--- src/sv/lru_key_value_cache_top_assert.svh ---
// assertion macros shared by the cache rtl
`ifndef LRU_KEY_VALUE_CACHE_TOP_ASSERT_SVH
`define LRU_KEY_VALUE_CACHE_TOP_ASSERT_SVH

// same-cycle implication
`define LKVC_ASSERT_NOW(label, clk, rst, cond, prop) \
   label: assert property (@(posedge clk) disable iff (rst) (cond) |-> (prop)) \
      else $error("lkvc assertion failed");

// next-cycle implication
`define LKVC_ASSERT_NEXT(label, clk, rst, cond, prop) \
   label: assert property (@(posedge clk) disable iff (rst) (cond) |=> (prop)) \
      else $error("lkvc assertion failed");

`endif

--- src/sv/lkvc_pkg.sv ---
// shared types and constants for the lru key-value cache
package lkvc_pkg;

   localparam int KEY_W   = 32;
   localparam int VALUE_W = 32;
   localparam int CAP_W   = 5;
   // widest slot index over the supported entry counts
   localparam int SLOT_W  = 6;
   localparam logic [CAP_W-1:0] CAP_RESET = 5'd16;

   typedef enum logic {
      CMD_GET = 1'b0,
      CMD_PUT = 1'b1
   } cmd_type;

   typedef struct packed {
      cmd_type           cmd;
      logic [KEY_W-1:0]  key;
   } req_type;

   typedef struct packed {
      logic              hit;
      logic [SLOT_W-1:0] slot;
   } lookup_type;

endpackage

--- src/sv/lkvc_tags.sv ---
// key store, valid bits, recency ranks and fill count with single-pass update
module lkvc_tags #(
   parameter int MAX_ENTRIES = 16
) (
   input  logic                         clock,
   input  logic                         reset,
   input  logic                         lookup_en,
   input  lkvc_pkg::req_type            req,
   input  logic [lkvc_pkg::CAP_W-1:0]   capacity,
   output lkvc_pkg::lookup_type         lookup
);

   localparam int IDX_W  = (MAX_ENTRIES > 1) ? $clog2(MAX_ENTRIES) : 1;
   localparam int RANK_W = IDX_W;
   localparam int CNT_W  = $clog2(MAX_ENTRIES + 1);
   localparam int EW     = (CNT_W > lkvc_pkg::CAP_W) ? CNT_W : lkvc_pkg::CAP_W;

   logic [lkvc_pkg::KEY_W-1:0] key_ff [MAX_ENTRIES];
   logic [MAX_ENTRIES-1:0]     valid_ff, valid_in;
   logic [RANK_W-1:0]          rank_ff [MAX_ENTRIES];
   logic [RANK_W-1:0]          rank_in [MAX_ENTRIES];
   logic [CNT_W-1:0]           filled_ff, filled_in;

   logic [MAX_ENTRIES-1:0]     match;
   logic                       hit;
   logic [IDX_W-1:0]           hit_idx, free_idx, victim_idx, target;
   logic [RANK_W-1:0]          hit_rank, last_rank, thr;
   logic                       bump_all, evict, is_put, update, install;
   logic [EW-1:0]              cap_ext, cap_eff;

   always_comb begin
      hit_idx    = '0;
      hit_rank   = '0;
      victim_idx = '0;
      free_idx   = '0;
      last_rank  = RANK_W'(filled_ff - CNT_W'(1));
      for (int i = 0; i < MAX_ENTRIES; i++) begin
         match[i] = valid_ff[i] && (key_ff[i] == req.key);
         if (match[i]) begin
            hit_idx  = hit_idx | IDX_W'(i);
            hit_rank = hit_rank | rank_ff[i];
         end
         // least recent entry holds the highest rank in use
         if (valid_ff[i] && (rank_ff[i] == last_rank)) begin
            victim_idx = victim_idx | IDX_W'(i);
         end
      end
      // lowest-numbered free slot
      for (int i = MAX_ENTRIES - 1; i >= 0; i--) begin
         if (!valid_ff[i]) begin
            free_idx = IDX_W'(i);
         end
      end
      hit = |match;

      cap_ext = EW'(capacity);
      if (cap_ext == '0) begin
         cap_eff = EW'(1);
      end else if (cap_ext > EW'(MAX_ENTRIES)) begin
         cap_eff = EW'(MAX_ENTRIES);
      end else begin
         cap_eff = cap_ext;
      end
      evict = (EW'(filled_ff) >= cap_eff);

      is_put = (req.cmd == lkvc_pkg::CMD_PUT);
      if (hit) begin
         target   = hit_idx;
         thr      = hit_rank;
         bump_all = 1'b0;
      end else if (evict) begin
         target   = victim_idx;
         thr      = last_rank;
         bump_all = 1'b0;
      end else begin
         target   = free_idx;
         thr      = '0;
         bump_all = 1'b1;
      end
      update  = lookup_en && (hit || is_put);
      install = lookup_en && is_put && !hit;

      for (int i = 0; i < MAX_ENTRIES; i++) begin
         valid_in[i] = valid_ff[i];
         rank_in[i]  = rank_ff[i];
         if (update) begin
            if (IDX_W'(i) == target) begin
               rank_in[i] = '0;
               if (install) begin
                  valid_in[i] = 1'b1;
               end
            end else if (valid_ff[i] && (bump_all || (rank_ff[i] < thr))) begin
               rank_in[i] = rank_ff[i] + RANK_W'(1);
            end
         end
      end
      filled_in = (install && !evict) ? filled_ff + CNT_W'(1) : filled_ff;

      lookup.hit  = hit;
      lookup.slot = lkvc_pkg::SLOT_W'(target);
   end

   always_ff @(posedge clock) begin
      if (reset) begin
         valid_ff  <= '0;
         filled_ff <= '0;
         for (int i = 0; i < MAX_ENTRIES; i++) begin
            rank_ff[i] <= '0;
         end
      end else begin
         valid_ff  <= valid_in;
         filled_ff <= filled_in;
         for (int i = 0; i < MAX_ENTRIES; i++) begin
            rank_ff[i] <= rank_in[i];
         end
      end
   end

   always_ff @(posedge clock) begin
      if (install) begin
         key_ff[target] <= req.key;
      end
   end

endmodule

--- src/sv/lru_key_value_cache_top.sv ---
// lru key-value cache top level: handshakes, capacity register, value memory
//
//   channel | dir | beat contents
//   req_    | in  | tdata = key, value; tuser = cmd
//   rsp_    | out | tdata = read_value; tuser = found (gets only)
//   csr_    | in  | data = capacity_in_use
//
// one request per cycle sustained, get or put in any mix, except while a get waits on a full response register
// a get's response is registered after its beat: the input register feeds
// one pass of parallel key compare and rank update that writes the result register
// puts give no response and never wait on the response side
// a get waits in the input register while the response register is full
// reset clears valid bits, ranks and fill count at once; capacity resets to 16
module lru_key_value_cache_top #(
   parameter int MAX_ENTRIES = 16
) (
   input  logic                          clock,
   input  logic                          reset,
   input  logic                          req_tvalid,
   output logic                          req_tready,
   input  logic [63:0]                   req_tdata,   // key[31:0], value[63:32]
   input  logic [0:0]                    req_tuser,   // cmd[0]
   output logic                          rsp_tvalid,
   input  logic                          rsp_tready,
   output logic [31:0]                   rsp_tdata,   // read_value[31:0]
   output logic [0:0]                    rsp_tuser,   // found[0]
   input  logic                          csr_valid,
   output logic                          csr_ready,
   input  logic [lkvc_pkg::CAP_W-1:0]    csr_data
);

   localparam int IDX_W = (MAX_ENTRIES > 1) ? $clog2(MAX_ENTRIES) : 1;

   logic [lkvc_pkg::CAP_W-1:0]   capacity_ff;
   logic                         in_valid_ff, in_valid_in;
   lkvc_pkg::req_type            in_req_ff;
   logic [lkvc_pkg::VALUE_W-1:0] in_value_ff;
   logic                         rsp_valid_ff, rsp_valid_in;
   logic                         found_ff;
   logic [lkvc_pkg::VALUE_W-1:0] read_ff;
   logic [lkvc_pkg::VALUE_W-1:0] value_mem [MAX_ENTRIES];

   lkvc_pkg::lookup_type         lookup;
   logic                         is_get, rsp_free, advance, req_beat;

   assign csr_ready = 1'b1;

   assign is_get     = (in_req_ff.cmd == lkvc_pkg::CMD_GET);
   assign rsp_free   = !rsp_valid_ff || rsp_tready;
   assign advance    = in_valid_ff && (!is_get || rsp_free);
   assign req_tready = !in_valid_ff || advance;
   assign req_beat   = req_tvalid && req_tready;

   always_comb begin
      in_valid_in = req_beat ? 1'b1 : (advance ? 1'b0 : in_valid_ff);
      if (advance && is_get) begin
         rsp_valid_in = 1'b1;
      end else if (rsp_tready) begin
         rsp_valid_in = 1'b0;
      end else begin
         rsp_valid_in = rsp_valid_ff;
      end
   end

   always_ff @(posedge clock) begin
      if (reset) begin
         capacity_ff  <= lkvc_pkg::CAP_RESET;
         in_valid_ff  <= 1'b0;
         rsp_valid_ff <= 1'b0;
      end else begin
         if (csr_valid && csr_ready) begin
            capacity_ff <= csr_data;
         end
         in_valid_ff  <= in_valid_in;
         rsp_valid_ff <= rsp_valid_in;
      end
   end

   always_ff @(posedge clock) begin
      if (req_beat) begin
         in_req_ff.cmd <= lkvc_pkg::cmd_type'(req_tuser[0]);
         in_req_ff.key <= req_tdata[31:0];
         in_value_ff   <= req_tdata[63:32];
      end
   end

   lkvc_tags #(
      .MAX_ENTRIES (MAX_ENTRIES)
   ) u_tags (
      .clock     (clock),
      .reset     (reset),
      .lookup_en (advance),
      .req       (in_req_ff),
      .capacity  (capacity_ff),
      .lookup    (lookup)
   );

   // every put lands in its slot: hit, victim or free
   always_ff @(posedge clock) begin
      if (advance && !is_get) begin
         value_mem[lookup.slot[IDX_W-1:0]] <= in_value_ff;
      end
      if (advance && is_get) begin
         read_ff  <= value_mem[lookup.slot[IDX_W-1:0]];
         found_ff <= lookup.hit;
      end
   end

   assign rsp_tvalid   = rsp_valid_ff;
   assign rsp_tdata    = found_ff ? read_ff : '1;
   assign rsp_tuser[0] = found_ff;

`include "lru_key_value_cache_top_assert.svh"

   `LKVC_ASSERT_NEXT(a_no_spurious_rsp, clock, reset, !rsp_valid_ff && !(advance && is_get), !rsp_valid_ff)
   `LKVC_ASSERT_NOW(a_get_blocks_req, clock, reset, in_valid_ff && is_get && rsp_valid_ff && !rsp_tready, !req_tready)
   `LKVC_ASSERT_NEXT(a_held_item_kept, clock, reset, in_valid_ff && !advance, in_valid_ff)

endmodule
--- config.mk ---
export PLATFORM = sky130hd
export DESIGN_NAME = lru_key_value_cache_top
export DESIGN_NICKNAME = d
export VERILOG_FILES = /design/src/sv/lkvc_pkg.sv /design/src/sv/lkvc_tags.sv /design/src/sv/lru_key_value_cache_top.sv
export VERILOG_INCLUDE_DIRS = /design/src /design/src/sv
export SDC_FILE = /design/constraint.sdc
export NUM_CORES = 2
export LEC_CHECK = 0
export ABC_AREA = 1
export CORE_MARGIN = 4
export CORE_UTILIZATION = 32
export DETAILED_ROUTE_END_ITERATION = 8
export DONT_BUFFER_PORTS = 1
export GPL_TIMING_DRIVEN = 0
export PLACE_DENSITY = 0.53
export SYNTH_ARGS = -nofsm -noshare
export SYNTH_HDL_FRONTEND = slang
export SYNTH_SLANG_ARGS = --single-unit
--- constraint.sdc ---
create_clock -name clock -period 17.6 [get_ports clock]
set_clock_uncertainty 0.15 [all_clocks]
set_input_delay 1.76 -clock clock [delete_from_list [all_inputs] [get_ports clock]]
set_output_delay 1.76 -clock clock [all_outputs]
set_load 0.05 [all_outputs]
==> metrics.yaml <==
r2r_slack_ns: 10.06
hold_depth: 1
post_drt_wl_per_cell_um: 24.5
finalSetupViolations: 0
nFillCells: 16643
cts.sink_count: 1214
synth_edf_count: 1122
grt_pass1_wl_mm: 267
drt_iter0_drc: 4610
fp.coreArea_um2: 169000
status: "completed"
cts_root_buffer: "clkbuf_16"
place_congestion: 0.951
rsz0062_at_grt: "no"
instances_no_fill: 7791
critical_path_arrival_ns: 7.78
rr_startpoint: "in_req_ff[3]"
start_util_pct: 32.2
ys_async_sr_fraction_pct: 0
leakage_nw: 24.4
tightest_slew_ns: 1.48
viasPerCell: 5.04
drcViolationCount: 0
crit_family: "simple AND/OR/NAND/NOR gates"
cts_hold_buffers: 0
timing.fmax_mhz: 133
die_y_um: 421
overflow: 0
path_max_fanout: 32
cp_data_required_time_ns: 17.84
cpMostUsedCell: "nand2_1"
pin_count: 111
worstPathCellList: "buf_2, buf_2, o21ai_0, nor2_1, nand3_1, nor2_1, nand2_1, nand2_1, nor2_1, nand2_2, nor2_8, nand2_2, inv_2, o21ai_1, o211ai_4, nor2_4, nand2_1, nor2_4, nand2_1, inv_2"
numCtsBuffers: 134
insertion_delay_ns: 0.79
area_growth_pct: 14.9
ff2ff_path_depth: 20
fin_nets: 5609
crit_end: "u_tags.key_ff[7][22]"
start_kind: "flop"
synth_top_area_cell: "edfxtp_1"
ys_seq_elements: 1214
drive_gt1_share_pct: 8.72
clockBufferDepth: 3
cts.clk_slew.worst_paths_ns: 0.06
synth_area_leaders: "edfxtp_1 (62%), nand2_1 (13%), inv_1 (3.5%)"
numPortBuffers: 0
grt_max_degree: 33
cts_resized: 0
dieWidth_um: 421
hold_ws_ns: 0.321
firstDrtPassIters: 6
place_inst: 7545
cp_slowest_stage_delay_ns: 1.18
slowest_stage: "edfxtp_1"
final_common_cell: "nand2_1"
finalPower_mw: 6.42
critPathBufInv: 4
drv_cap: 0
synth_seq_area_share_pct: 65.2
cts-htree-levels: 4
path_depth: 20
min_period_ns: 7.54
irDropWorstVdd_v: 0.0000966
slew_viol_final: 0
dp_slack_ns: 10.11
slew_headroom_pct: 1.37
critPathCaptureType: "flop"
syn-cell-area_um2: 54500
timing.final.crit_share_pct: 42.9
hold_path_class: "reg2reg"
syn_inst: 5277
synth.distinct_cells: 62
syn_nets: 5423
r2r-end: "u_tags.key_ff[7][22]"
setup.worst_path.class: "reg2reg"
grt_pass1_vias: 36379
antenna_found_initial: 16
antenna_left: 0
startpoint: "in_req_ff[3]"
ys.flop_type: "edfxtp_1"
dp_hpwl_mm: 128
netlist.area_leader.share_pct: 61.9
cts_tree: "done"
num_vias: 39233
finalWirelength_mm: 191
fin_ws_ns: 10.06
hold_violations: 0
power_density_nw_per_um2: 103
yosysWarningCount: 0
cts_setup_buffers: 0
die_area_um2: 177000
setup_tns_ns: 0
num_rows: 151
grt_usage_pct: 21.2
final_cell_mix: "nand2_1 (1905), edfxtp_1 (1122), inv_1 (503)"
syn_area_per_cell_um2: 10.3
## power breakdown
group	switching, mW	total (mW)	internal (mW)
clock	1.19	2.71	1.52
combinational	0.334	0.461	0.127
sequential	0.0652	3.25	3.18
total	1.59	6.42	4.83
## cell families after synthesis
| family | Yosys count | synth area share (%) |
|---|---|---|
| fa+ha+maj | 71 | 1.63 |
| buf+inv | 724 | 5.87 |
| flops | 1214 | 65.2 |
| compound gates | 504 | 5.08 |
| simple gates | 2565 | 19.0 |
| xor+xnor | 198 | 3.18 |
| other cells | 1 | 0.00689 |
## state kept, by name (all words and copies together), names as in the netlist, 5 cells and up
| register | flops |
|---|---|
| capacity_ff | 5 |
| in_req_ff | 33 |
| in_value_ff | 32 |
| read_ff | 32 |
| u_tags.filled_ff | 5 |
| u_tags.key_ff | 512 |
| u_tags.rank_ff | 64 |
| u_tags.valid_ff | 16 |
| value_mem | 512 |
## metal layers
layer  global-route usage, %  vias to the layer above  wire (um)
li1                        -                    17868          -
met1                    29.0                    19279      81100
met2                    33.9                     1745      87300
met3                    3.66                      335      15300
met4                    7.88                        6       7140
met5                       0                        -         45
## layout make-up
class | count | area, um^2 | area share [%]
multi-input cells | 3339 | 15900 | 25.5
inverters | 549 | 2070 | 3.31
repair buffers | 50 | 946 | 1.51
plain buffers | 175 | 1130 | 1.80
well taps | 2218 | 2780 | 4.44
diodes | 8 | 20.0 | 0.0320
clock inverters | 57 | 558 | 0.892
flip-flops and latches | 1214 | 35500 | 56.8
clock buffers | 181 | 3600 | 5.76
## metrics by stage
step	utilization [%]	area [um^2]
after floorplan	-	54500
after global placement	33.8	57200
after detailed placement	34.5	58400
after CTS	36.9	62500
after global routing	36.9	62500
final	37.0	62600
## Yosys cell counts (all sizes together) (2+ instances only)
cell	count
o21a	4
o221ai	10
buf	144
xor2	49
nor3	21
a22oi	5
and2	2
nand2	1931
a21boi	4
ha	71
dfxtp	92
clkinv	5
nand3	107
a211oi	4
nor4	5
or2	12
o211ai	4
inv	544
clkbuf	31
o22ai	34
edfxtp	1122
a21oi	81
nand3b	2
o2111ai	11
xnor2	149
nand4	95
o21ai	331
o21bai	3
a221oi	9
or4	3
nor2	384
## worst register-to-register path: stages, from the launching register on
cell,delay [ns]
edfxtp_1,1.18
buf_2,0.54
buf_2,0.52
o21ai_0,0.18
nor2_1,0.15
nand3_1,0.08
nor2_1,0.60
nand2_1,0.37
nand2_1,0.19
nor2_1,0.06
nand2_2,0.12
nor2_8,0.06
nand2_2,0.06
inv_2,0.11
o21ai_1,0.25
o211ai_4,0.20
nor2_4,0.40
nand2_1,0.27
nor2_4,0.67
nand2_1,0.26
inv_2,0.72
## worst min path at each step
stage / start / end
after CTS: u_tags.filled_ff[4] / u_tags.filled_ff[4]
after floorplan: u_tags.filled_ff[4] / u_tags.filled_ff[4]
after global placement: u_tags.filled_ff[4] / u_tags.filled_ff[4]
after global routing: u_tags.filled_ff[4] / u_tags.filled_ff[4]
final: u_tags.filled_ff[4] / u_tags.filled_ff[4]
after detailed placement: u_tags.filled_ff[4] / u_tags.filled_ff[4]
(Power assumes the default switching activity.)
